`config.mk`:
```
export PLATFORM = sky130hd
export DESIGN_NAME = window_min_subsequence_hash_flat
export DESIGN_NICKNAME = d
export VERILOG_FILES = /design/src/wmsh_pkg.sv /design/src/wmsh_if.sv /design/src/window_min_subsequence_hash.sv /design/src/wmsh_ctrl.sv /design/src/wmsh_dp.sv /design/src/flat_wrapper.sv
export SDC_FILE = /design/constraint.sdc
export NUM_CORES = 2
export LEC_CHECK = 0
export BUFFER_PORTS_ARGS = -buffer_cell sky130_fd_sc_hd__buf_4
export CORE_AREA = 2 2 285 287
export DETAILED_ROUTE_END_ITERATION = 7
export DIE_AREA = 0 0 287 289
export PLACE_DENSITY = 0.77
export SYNTH_ARGS = -nofsm -noshare
export SYNTH_HDL_FRONTEND = slang
export SYNTH_SLANG_ARGS = --single-unit
```
`constraint.sdc`:
```
create_clock -name clock -period 30.4 [get_ports clock]
set_input_delay 1.52 -clock clock [delete_from_list [all_inputs] [get_ports clock]]
set_output_delay 1.52 -clock clock [all_outputs]
set_load 0.1 [all_outputs]
```
`src/wmsh_pkg.sv`:
```
// Shared constants, FSM state type and controller/datapath command and
// status structs for the window minimum subsequence hash. No dependencies.
package wmsh_pkg;

   localparam int WMSH_WINDOW_LEN = 16;
   localparam int WMSH_CHOSEN     = 8;

   localparam int POS_W  = 20;
   localparam int HASH_W = 16;
   localparam int MASK_W = 16;
   localparam int TERM_W = 32;   // 2-bit code shifted by up to 30
   localparam int CFG_W  = 64;

   localparam logic [HASH_W-1:0] HASH_MAX = 16'hFFFF;
   localparam logic [CFG_W-1:0]  SHIFT_ORDER_RESET = 64'h0000_0000_7654_3210;

   // csr register indexes
   localparam logic CSR_CODE_TABLE  = 1'b0;
   localparam logic CSR_SHIFT_ORDER = 1'b1;

   typedef enum logic [1:0] {
      ST_IDLE,
      ST_ROW,
      ST_FINISH
   } state_type;

   typedef struct packed {
      logic load;       // take the offered word into the window
      logic row_step;   // run one DP row
      logic finish;     // compute hash, dedupe, load output register
   } cmd_type;

   typedef struct packed {
      logic full_next;  // window is full after the offered base
      logic row_last;   // current row is the last of the window
      logic out_free;   // output register can take a word this cycle
   } status_type;

endpackage

```
`src/wmsh_if.sv`:
```
// Valid/ready channel interfaces for input bases and hash results.
// Depends on nothing.
interface wmsh_req_if;
   logic       valid;
   logic       ready;
   logic [1:0] base;
   logic       read_start;

   modport source (output valid, output base, output read_start, input ready);
   modport sink   (input valid, input base, input read_start, output ready);
endinterface

interface wmsh_rsp_if;
   logic        valid;
   logic        ready;
   logic [15:0] hash_value;
   logic [19:0] window_start;
   logic [15:0] chosen_mask;

   modport source (output valid, output hash_value, output window_start,
                   output chosen_mask, input ready);
   modport sink   (input valid, input hash_value, input window_start,
                   input chosen_mask, output ready);
endinterface

```
`src/window_min_subsequence_hash.sv`:
```
// Top level of the window minimum subsequence hash.
// Depends on wmsh_pkg, wmsh_if, wmsh_ctrl and wmsh_dp.

// Takes one 2-bit base word per accept and keeps the last WINDOW_LEN bases of
// the current read. A word with read_start set opens a new read: window,
// position and repeat filter are cleared before that base goes in. Until the
// window is full a base yields nothing. Once full, each base runs the DP one
// row per cycle over the window on the single row of CHOSEN add/compare
// cells, then a finish step that waits while the result register is full;
// a new base is accepted only after that finish step. The result word
// carries the minimum weighted value (saturated to 16 bits), the read
// position of the window's first base and a mask of chosen offsets; it is
// dropped when hash and last chosen position both match the previous
// result of the same read. The result register lets a new base be
// accepted while a word waits.
// csr_index 0 writes code_table, 1 writes shift_order; write only when idle.
module window_min_subsequence_hash #(
   parameter int WINDOW_LEN = wmsh_pkg::WMSH_WINDOW_LEN,
   parameter int CHOSEN     = wmsh_pkg::WMSH_CHOSEN
) (
   input  logic                       clock,
   input  logic                       reset,
   wmsh_req_if.sink                   req_chan,
   wmsh_rsp_if.source                 rsp_chan,
   input  logic                       csr_we,
   input  logic                       csr_index,
   input  logic [wmsh_pkg::CFG_W-1:0] csr_wdata
);
   import wmsh_pkg::*;

   cmd_type    cmd;
   status_type status;

   // FSM: idle / row sweep / finish
   wmsh_ctrl u_ctrl (
      .clock     (clock),
      .reset     (reset),
      .req_valid (req_chan.valid),
      .req_ready (req_chan.ready),
      .cmd       (cmd),
      .status    (status)
   );

   // window, DP row cells, repeat filter and result register
   wmsh_dp #(
      .WINDOW_LEN (WINDOW_LEN),
      .CHOSEN     (CHOSEN)
   ) u_dp (
      .clock            (clock),
      .reset            (reset),
      .req_base         (req_chan.base),
      .req_read_start   (req_chan.read_start),
      .csr_we           (csr_we),
      .csr_index        (csr_index),
      .csr_wdata        (csr_wdata),
      .cmd              (cmd),
      .status           (status),
      .rsp_valid        (rsp_chan.valid),
      .rsp_ready        (rsp_chan.ready),
      .rsp_hash_value   (rsp_chan.hash_value),
      .rsp_window_start (rsp_chan.window_start),
      .rsp_chosen_mask  (rsp_chan.chosen_mask)
   );

endmodule

```
`src/wmsh_ctrl.sv`:
```
// Controller FSM: sequences load, DP rows and the finish step.
// Depends on wmsh_pkg.
module wmsh_ctrl (
   input  logic                clock,
   input  logic                reset,
   input  logic                req_valid,
   output logic                req_ready,
   output wmsh_pkg::cmd_type    cmd,
   input  wmsh_pkg::status_type status
);
   import wmsh_pkg::*;

   state_type state_ff, state_in;

   always_ff @(posedge clock) begin
      if (reset) begin
         state_ff <= ST_IDLE;
      end else begin
         state_ff <= state_in;
      end
   end

   always_comb begin
      state_in  = state_ff;
      req_ready = 1'b0;
      cmd       = '0;
      unique case (state_ff)
         ST_IDLE: begin
            req_ready = 1'b1;
            if (req_valid) begin
               cmd.load = 1'b1;
               if (status.full_next) begin
                  state_in = ST_ROW;
               end
            end
         end
         ST_ROW: begin
            cmd.row_step = 1'b1;
            if (status.row_last) begin
               state_in = ST_FINISH;
            end
         end
         ST_FINISH: begin
            if (status.out_free) begin
               cmd.finish = 1'b1;
               state_in   = ST_IDLE;
            end
         end
         default: begin
            state_in = ST_IDLE;
         end
      endcase
   end

endmodule

```
`src/wmsh_dp.sv`:
```
// Datapath: base window, config registers, one DP row of CHOSEN cells per
// step, dedupe state and the result register. Depends on wmsh_pkg.
module wmsh_dp #(
   parameter int WINDOW_LEN = wmsh_pkg::WMSH_WINDOW_LEN,
   parameter int CHOSEN     = wmsh_pkg::WMSH_CHOSEN
) (
   input  logic                            clock,
   input  logic                            reset,
   input  logic [1:0]                      req_base,
   input  logic                            req_read_start,
   input  logic                            csr_we,
   input  logic                            csr_index,
   input  logic [wmsh_pkg::CFG_W-1:0]      csr_wdata,
   input  wmsh_pkg::cmd_type                cmd,
   output wmsh_pkg::status_type             status,
   output logic                            rsp_valid,
   input  logic                            rsp_ready,
   output logic [wmsh_pkg::HASH_W-1:0]     rsp_hash_value,
   output logic [wmsh_pkg::POS_W-1:0]      rsp_window_start,
   output logic [wmsh_pkg::MASK_W-1:0]     rsp_chosen_mask
);
   import wmsh_pkg::*;

   localparam int FILL_W = $clog2(WINDOW_LEN + 1);
   localparam int ROW_W  = $clog2(WINDOW_LEN);
   localparam int COST_W = TERM_W + $clog2(CHOSEN);
   localparam int SLACK  = WINDOW_LEN - CHOSEN;

   logic [CFG_W-1:0]      code_ff, code_in;
   logic [CFG_W-1:0]      shift_ff, shift_in;
   logic [1:0]            win_ff [WINDOW_LEN];
   logic [1:0]            win_in [WINDOW_LEN];
   logic [FILL_W-1:0]     fill_ff, fill_in;
   logic [POS_W-1:0]      pos_ff, pos_in;
   logic [POS_W-1:0]      st_ff, st_in;
   logic [ROW_W-1:0]      row_ff, row_in;
   logic [COST_W-1:0]     cost_ff [CHOSEN];
   logic [COST_W-1:0]     cost_in [CHOSEN];
   logic [WINDOW_LEN-1:0] mask_ff [CHOSEN];
   logic [WINDOW_LEN-1:0] mask_in [CHOSEN];
   logic [ROW_W-1:0]      end_ff, end_in;
   logic                  last_valid_ff, last_valid_in;
   logic [HASH_W-1:0]     last_hash_ff, last_hash_in;
   logic [POS_W-1:0]      last_end_ff, last_end_in;
   logic                  out_valid_ff, out_valid_in;
   logic [HASH_W-1:0]     out_hash_ff, out_hash_in;
   logic [POS_W-1:0]      out_start_ff, out_start_in;
   logic [MASK_W-1:0]     out_mask_ff, out_mask_in;

   logic [1:0]            row_base;
   logic [TERM_W-1:0]     term_w [CHOSEN];
   logic [COST_W-1:0]     cand_w [CHOSEN];
   logic                  take_w [CHOSEN];
   logic [HASH_W-1:0]     hash_w;
   logic [POS_W-1:0]      end_pos_w;
   logic                  dup_w;

   assign row_base = win_ff[row_ff];

   // per-lane weighted term and candidate: lane l is DP column l+1
   always_comb begin
      for (int l = 0; l < CHOSEN; l++) begin
         term_w[l] = TERM_W'(2'(code_ff[8*l +: 8] >> {row_base, 1'b0}))
                     << {shift_ff[4*l +: 4], 1'b0};
         cand_w[l] = ((l == 0) ? '0 : cost_ff[(l == 0) ? 0 : l - 1])
                     + COST_W'(term_w[l]);
         take_w[l] = (l <= int'(row_ff)) && (l + SLACK >= int'(row_ff))
                     && ((l == int'(row_ff)) || (cand_w[l] < cost_ff[l]));
      end
   end

   assign hash_w    = (cost_ff[CHOSEN-1] > COST_W'(HASH_MAX)) ? HASH_MAX
                                                                : cost_ff[CHOSEN-1][HASH_W-1:0];
   assign end_pos_w = st_ff + POS_W'(end_ff);
   assign dup_w     = last_valid_ff && (hash_w == last_hash_ff) && (end_pos_w == last_end_ff);

   always_comb begin
      code_in       = code_ff;
      shift_in      = shift_ff;
      win_in        = win_ff;
      fill_in       = fill_ff;
      pos_in        = pos_ff;
      st_in         = st_ff;
      row_in        = row_ff;
      cost_in       = cost_ff;
      mask_in       = mask_ff;
      end_in        = end_ff;
      last_valid_in = last_valid_ff;
      last_hash_in  = last_hash_ff;
      last_end_in   = last_end_ff;
      out_valid_in  = out_valid_ff && !rsp_ready;
      out_hash_in   = out_hash_ff;
      out_start_in  = out_start_ff;
      out_mask_in   = out_mask_ff;

      if (csr_we) begin
         unique case (csr_index)
            CSR_CODE_TABLE:  code_in  = csr_wdata;
            CSR_SHIFT_ORDER: shift_in = csr_wdata;
            default: ;
         endcase
      end

      // window shift; a read start empties the window first
      for (int k = 0; k < WINDOW_LEN - 1; k++) begin
         win_in[k] = req_read_start ? 2'd0 : win_ff[k+1];
      end
      win_in[WINDOW_LEN-1] = req_base;
      if (req_read_start) begin
         fill_in = FILL_W'(1);
         st_in   = POS_W'(0) - POS_W'(WINDOW_LEN - 1);
         pos_in  = POS_W'(1);
      end else begin
         fill_in = (fill_ff < FILL_W'(WINDOW_LEN)) ? fill_ff + 1'b1 : fill_ff;
         st_in   = pos_ff - POS_W'(WINDOW_LEN - 1);
         pos_in  = pos_ff + 1'b1;
      end
      status.full_next = (fill_in == FILL_W'(WINDOW_LEN));
      status.row_last  = (row_ff == ROW_W'(WINDOW_LEN - 1));
      status.out_free  = !out_valid_ff || rsp_ready;

      if (cmd.load) begin
         if (req_read_start) begin
            last_valid_in = 1'b0;
         end
         row_in = '0;
      end else begin
         win_in  = win_ff;
         fill_in = fill_ff;
         pos_in  = pos_ff;
         st_in   = st_ff;
      end

      if (cmd.row_step) begin
         row_in = row_ff + 1'b1;
         for (int l = 0; l < CHOSEN; l++) begin
            if (take_w[l]) begin
               cost_in[l] = cand_w[l];
               mask_in[l] = ((l == 0) ? '0 : mask_ff[(l == 0) ? 0 : l - 1])
                            | (WINDOW_LEN'(1) << row_ff);
            end
         end
         if (take_w[CHOSEN-1]) begin
            end_in = row_ff;
         end
      end

      if (cmd.finish && !dup_w) begin
         last_valid_in = 1'b1;
         last_hash_in  = hash_w;
         last_end_in   = end_pos_w;
         out_valid_in  = 1'b1;
         out_hash_in   = hash_w;
         out_start_in  = st_ff;
         out_mask_in   = MASK_W'(mask_ff[CHOSEN-1]);
      end
   end

   always_ff @(posedge clock) begin
      if (reset) begin
         code_ff       <= '0;
         shift_ff      <= SHIFT_ORDER_RESET;
         fill_ff       <= '0;
         pos_ff        <= '0;
         last_valid_ff <= 1'b0;
         last_hash_ff  <= '0;
         last_end_ff   <= '0;
         out_valid_ff  <= 1'b0;
         for (int k = 0; k < WINDOW_LEN; k++) begin
            win_ff[k] <= 2'd0;
         end
      end else begin
         code_ff       <= code_in;
         shift_ff      <= shift_in;
         fill_ff       <= fill_in;
         pos_ff        <= pos_in;
         last_valid_ff <= last_valid_in;
         last_hash_ff  <= last_hash_in;
         last_end_ff   <= last_end_in;
         out_valid_ff  <= out_valid_in;
         win_ff        <= win_in;
      end
   end

   always_ff @(posedge clock) begin
      st_ff        <= st_in;
      row_ff       <= row_in;
      cost_ff      <= cost_in;
      mask_ff      <= mask_in;
      end_ff       <= end_in;
      out_hash_ff  <= out_hash_in;
      out_start_ff <= out_start_in;
      out_mask_ff  <= out_mask_in;
   end

   assign rsp_valid        = out_valid_ff;
   assign rsp_hash_value   = out_hash_ff;
   assign rsp_window_start = out_start_ff;
   assign rsp_chosen_mask  = out_mask_ff;

endmodule

```
`src/flat_wrapper.sv`:
```
// flat-port wrapper written by rule: the top's interface ports become plain ports
module window_min_subsequence_hash_flat import wmsh_pkg::*;
#(
   parameter int WINDOW_LEN = wmsh_pkg::WMSH_WINDOW_LEN,
   parameter int CHOSEN     = wmsh_pkg::WMSH_CHOSEN
)
  (clock, reset, csr_we, csr_index, csr_wdata, req_chan_valid, req_chan_base, req_chan_read_start, req_chan_ready, rsp_chan_valid, rsp_chan_hash_value, rsp_chan_window_start, rsp_chan_chosen_mask, rsp_chan_ready);
  wmsh_req_if req_chan_i ();
  wmsh_rsp_if rsp_chan_i ();
  input  logic clock;
  input  logic reset;
  input  logic csr_we;
  input  logic csr_index;
  input  logic [wmsh_pkg::CFG_W-1:0] csr_wdata;
  input wire logic [$bits(req_chan_i.valid)-1:0] req_chan_valid;
  input wire logic [$bits(req_chan_i.base)-1:0] req_chan_base;
  input wire logic [$bits(req_chan_i.read_start)-1:0] req_chan_read_start;
  output wire logic [$bits(req_chan_i.ready)-1:0] req_chan_ready;
  output wire logic [$bits(rsp_chan_i.valid)-1:0] rsp_chan_valid;
  output wire logic [$bits(rsp_chan_i.hash_value)-1:0] rsp_chan_hash_value;
  output wire logic [$bits(rsp_chan_i.window_start)-1:0] rsp_chan_window_start;
  output wire logic [$bits(rsp_chan_i.chosen_mask)-1:0] rsp_chan_chosen_mask;
  input wire logic [$bits(rsp_chan_i.ready)-1:0] rsp_chan_ready;
  assign req_chan_i.valid = req_chan_valid;
  assign req_chan_i.base = req_chan_base;
  assign req_chan_i.read_start = req_chan_read_start;
  assign req_chan_ready = req_chan_i.ready;
  assign rsp_chan_valid = rsp_chan_i.valid;
  assign rsp_chan_hash_value = rsp_chan_i.hash_value;
  assign rsp_chan_window_start = rsp_chan_i.window_start;
  assign rsp_chan_chosen_mask = rsp_chan_i.chosen_mask;
  assign rsp_chan_i.ready = rsp_chan_ready;
  window_min_subsequence_hash #(.WINDOW_LEN(WINDOW_LEN), .CHOSEN(CHOSEN)) u_core (.clock(clock), .reset(reset), .req_chan(req_chan_i), .rsp_chan(rsp_chan_i), .csr_we(csr_we), .csr_index(csr_index), .csr_wdata(csr_wdata));
endmodule
```
==> results.json <==
{
  "hold_buffers": 0,
  "core_um2": 79900,
  "ios": 127,
  "syn_avg_cell_area_um2": 9.57,
  "grt_max_degree": 113,
  "finClkSkew_ps": 53.6,
  "min_path_type": "flop to flop",
  "synth_top_area_frac": 0.332,
  "final-hold-violation-count": 0,
  "cts_setup_buffers": 0,
  "synth_compound_area_frac": 0.149,
  "rows": 104,
  "leakagePower_nw": 21.0,
  "rrSetupSlack_ps": 21740,
  "path_delay_family": "compound AO/OA/AOI/OAI gates",
  "synth_edf_count": 482,
  "synth_area_leaders": "edfxtp_1 (33%), ha_1 (14%), dfxtp_1 (8.9%)",
  "initialDrtViolationCount": 2599,
  "synth_xor_area_frac": 0.0571,
  "cp.arrival_ps": 8890,
  "setup_viol": 0,
  "holdWs_ps": 397,
  "slew_headroom": 0.176,
  "cts_tree": "built",
  "ys.flop_type": "edfxtp_1",
  "irDropWorstVdd_mv": 0.0360,
  "gp_congestion": 0.945,
  "die_area_um2": 82900,
  "drive_gt1_frac": 0.0759,
  "yosysWarnings": 0,
  "syn_to_final_growth_pct": 10.5,
  "cts_resized": 0,
  "total_power_w": 0.00199,
  "tns_ps": 0,
  "die_h_um": 289,
  "power_density_nw_per_um2": 41.2,
  "wl_per_cell_um": 18.8,
  "final_nets": 5260,
  "drc": 0,
  "ant_nets": 0,
  "ys_types": 79,
  "firstDrtPassIters": 5,
  "antenna_found_initial": 2,
  "synth.largest_area_cell": "edfxtp_1",
  "syn_area_um2": 43700,
  "cts_sinks": 675,
  "syn_nets": 5145,
  "finalWirelength_um": 109000,
  "setup.worst_path.start_class": "flop",
  "slew_viol_final": 0,
  "end_kind": "flop",
  "grt_pass1_wl_um": 172000,
  "clock.fmax_mhz": 116,
  "path_clk_slew_ps": 60,
  "portBuffers": 126,
  "synth.mux.area_fraction": 0.0160,
  "synthSimpleGateAreaFrac": 0.167,
  "htreeDepth": 3,
  "grtUsageTotal": 0.260,
  "critPathMaxFanout": 51,
  "ys_ff_latch": 675,
  "start_util": 0.546,
  "rsz0062_at_grt": "false",
  "drv_cap": 0,
  "vias": 33700,
  "clockRootBuffer": "clkbuf_16",
  "numCtsBuffers": 76,
  "syn-instance-count": 4562,
  "synth_fa_ha_area_frac": 0.148,
  "slowest_stage": "mux4_2",
  "ys_async_sr_fraction": 0,
  "status": "finished clean",
  "vias_per_cell": 5.81,
  "dpl.hpwl_um": 84000,
  "synth-seq-area-share": 0.420,
  "max_stage_delay_ps": 800,
  "tightestPinTransition_ps": 1230,
  "cts_max_path_buffers": 3,
  "insertion_delay_ps": 660,
  "synth_top_family_by_area": "simple AND/OR/NAND/NOR gates",
  "grt_pass1_vias": 32300,
  "crit_type": "flop to flop",
  "period_minus_slack_ps": 8660,
  "cp.required_ps": 30640,
  "critPathBufInv": 3,
  "fin_crit_sh": 0.285,
  "overflow": 0,
  "die_width_um": 287
}
==> placed cells by master, fill, tap and decap left out, drive strengths merged, types with 57 or more instances in the layout <==
cell	synthesis	routed
nor2	480	480
a21oi	394	394
buf	40	148
nand3	95	95
xor2	57	57
nand4	59	59
xnor2	196	196
clkbuf	71	100
dfxtp	193	193
nor2b	66	66
ha	502	502
inv	381	389
edfxtp	482	482
nor3	59	59
nand2b	163	163
nand2	466	466
a21o	176	176
o21ai	142	142
==> cell type report <==
cell class                 count  area, µm²
multi-input combinational   3394      23500
timing repair buffer         148       1110
antenna                        1       2.50
clock buffer                 100       2130
fill                        6659      31600
sequential                   675      18300
clock inverter                42        379
tap                         1060       1330
inverter                     382       1430
==> worst paths after layout <==
path | start | end | depth (start not counted)
worst max-delay path | u_core.u_dp.row_ff[0] | u_core.u_dp.mask_ff[24] | 29
worst min-delay path | u_core.u_dp.mask_ff[1] | u_core.u_dp.rsp_chosen_mask[1] | 0
worst max register to register | u_core.u_dp.row_ff[0] | u_core.u_dp.mask_ff[24] | 29
worst min register to register | u_core.u_dp.mask_ff[1] | u_core.u_dp.rsp_chosen_mask[1] | 0
==> power breakdown <==
| group | switching, W | total, W | leakage, nW | internal [W] |
|---|---|---|---|---|
| combinational | 0.0000541 | 0.0000846 | 14.0 | 0.0000305 |
| clock | 0.000394 | 0.000912 | 1.23 | 0.000518 |
| sequential | 0.00000818 | 0.000991 | 5.82 | 0.000983 |
==> worst register-to-register path: cells and delay by family (launching register included) <==
family | cells | cell delay [ps]
AO/OA/AOI/OAI | 12 | 2990
multiplexers | 3 | 1990
buffers and inverters | 3 | 830
flip-flops | 1 | 790
adder cells (fa/ha/maj) | 3 | 720
AND/OR/NAND/NOR | 7 | 670
XOR/XNOR | 1 | 230
==> cells in the mapped netlist (26+ instances only) <==
cell type	n
mux4_2	26
buf_1	31
nand2b_1	163
ha_1	502
a31oi_1	28
dfxtp_1	193
o21bai_1	42
edfxtp_1	482
a21o_1	176
o21ai_0	142
nand3_1	95
and3_1	34
nor3_1	58
o21a_1	43
nor2b_1	66
xor2_1	57
nand2_1	466
a211oi_1	40
clkbuf_1	70
nor2_1	480
a21oi_1	394
or2_2	35
xnor2_1	196
nand4_1	58
inv_1	381
==> state kept, by name, summed over array words and instances (netlist names) <==
| signal | flops |
|---|---|
| u_core.u_dp.last_hash_ff | 16 |
| u_core.u_dp.fill_ff | 5 |
| u_core.u_dp.pos_ff | 20 |
| u_core.u_dp.row_ff | 4 |
| u_core.u_dp.win_ff | 32 |
| u_core.u_dp.end_ff | 4 |
| u_core.u_dp.rsp_hash_value | 16 |
| u_core.u_dp.mask_ff | 128 |
| u_core.u_dp.shift_ff | 32 |
| u_core.u_dp.code_ff | 64 |
| u_core.u_ctrl.state_ff | 2 |
| u_core.u_dp.rsp_valid | 1 |
| u_core.u_dp.last_end_ff | 20 |
| u_core.u_dp.rsp_window_start | 20 |
| u_core.u_dp.cost_ff | 274 |
| u_core.u_dp.rsp_chosen_mask | 16 |
| u_core.u_dp.st_ff | 20 |
| u_core.u_dp.last_valid_ff | 1 |
==> metal layers <==
metal | global-route usage | part of all wire | vias up
li1 | - | - | 16500
met1 | 0.340 | 0.43 | 16200
met2 | 0.451 | 0.49 | 883
met3 | 0.0343 | 0.056 | 178
met4 | 0.0759 | 0.026 | 0
met5 | 0 | 0 | -
==> kinds of logic (layout without fill, tap and decap cells) <==
family,count (synthesis),count (layout)
other,0,1
AOI/OAI and AO/OA,1030,1030
muxes,37,37
xor gates and xnor gates,265,265
and+or+nand+nor,1552,1552
DFF,675,675
buffers and inverters,493,672
adders and majority gates,510,510
==> through the flow <==
stage	instance area (µm²)	setup slack (ps)	instances	util
3_5_place_dp	45700	21760	5659	0.573
2_1_floorplan	43700	15270	4562	-
4_1_cts	48200	21720	5801	0.604
5_1_grt	48200	21060	5801	0.604
3_3_place_gp	45700	21850	5659	0.573
6_report	48200	21740	5802	0.604
Note: power is estimated with default switching activity, not from simulation.
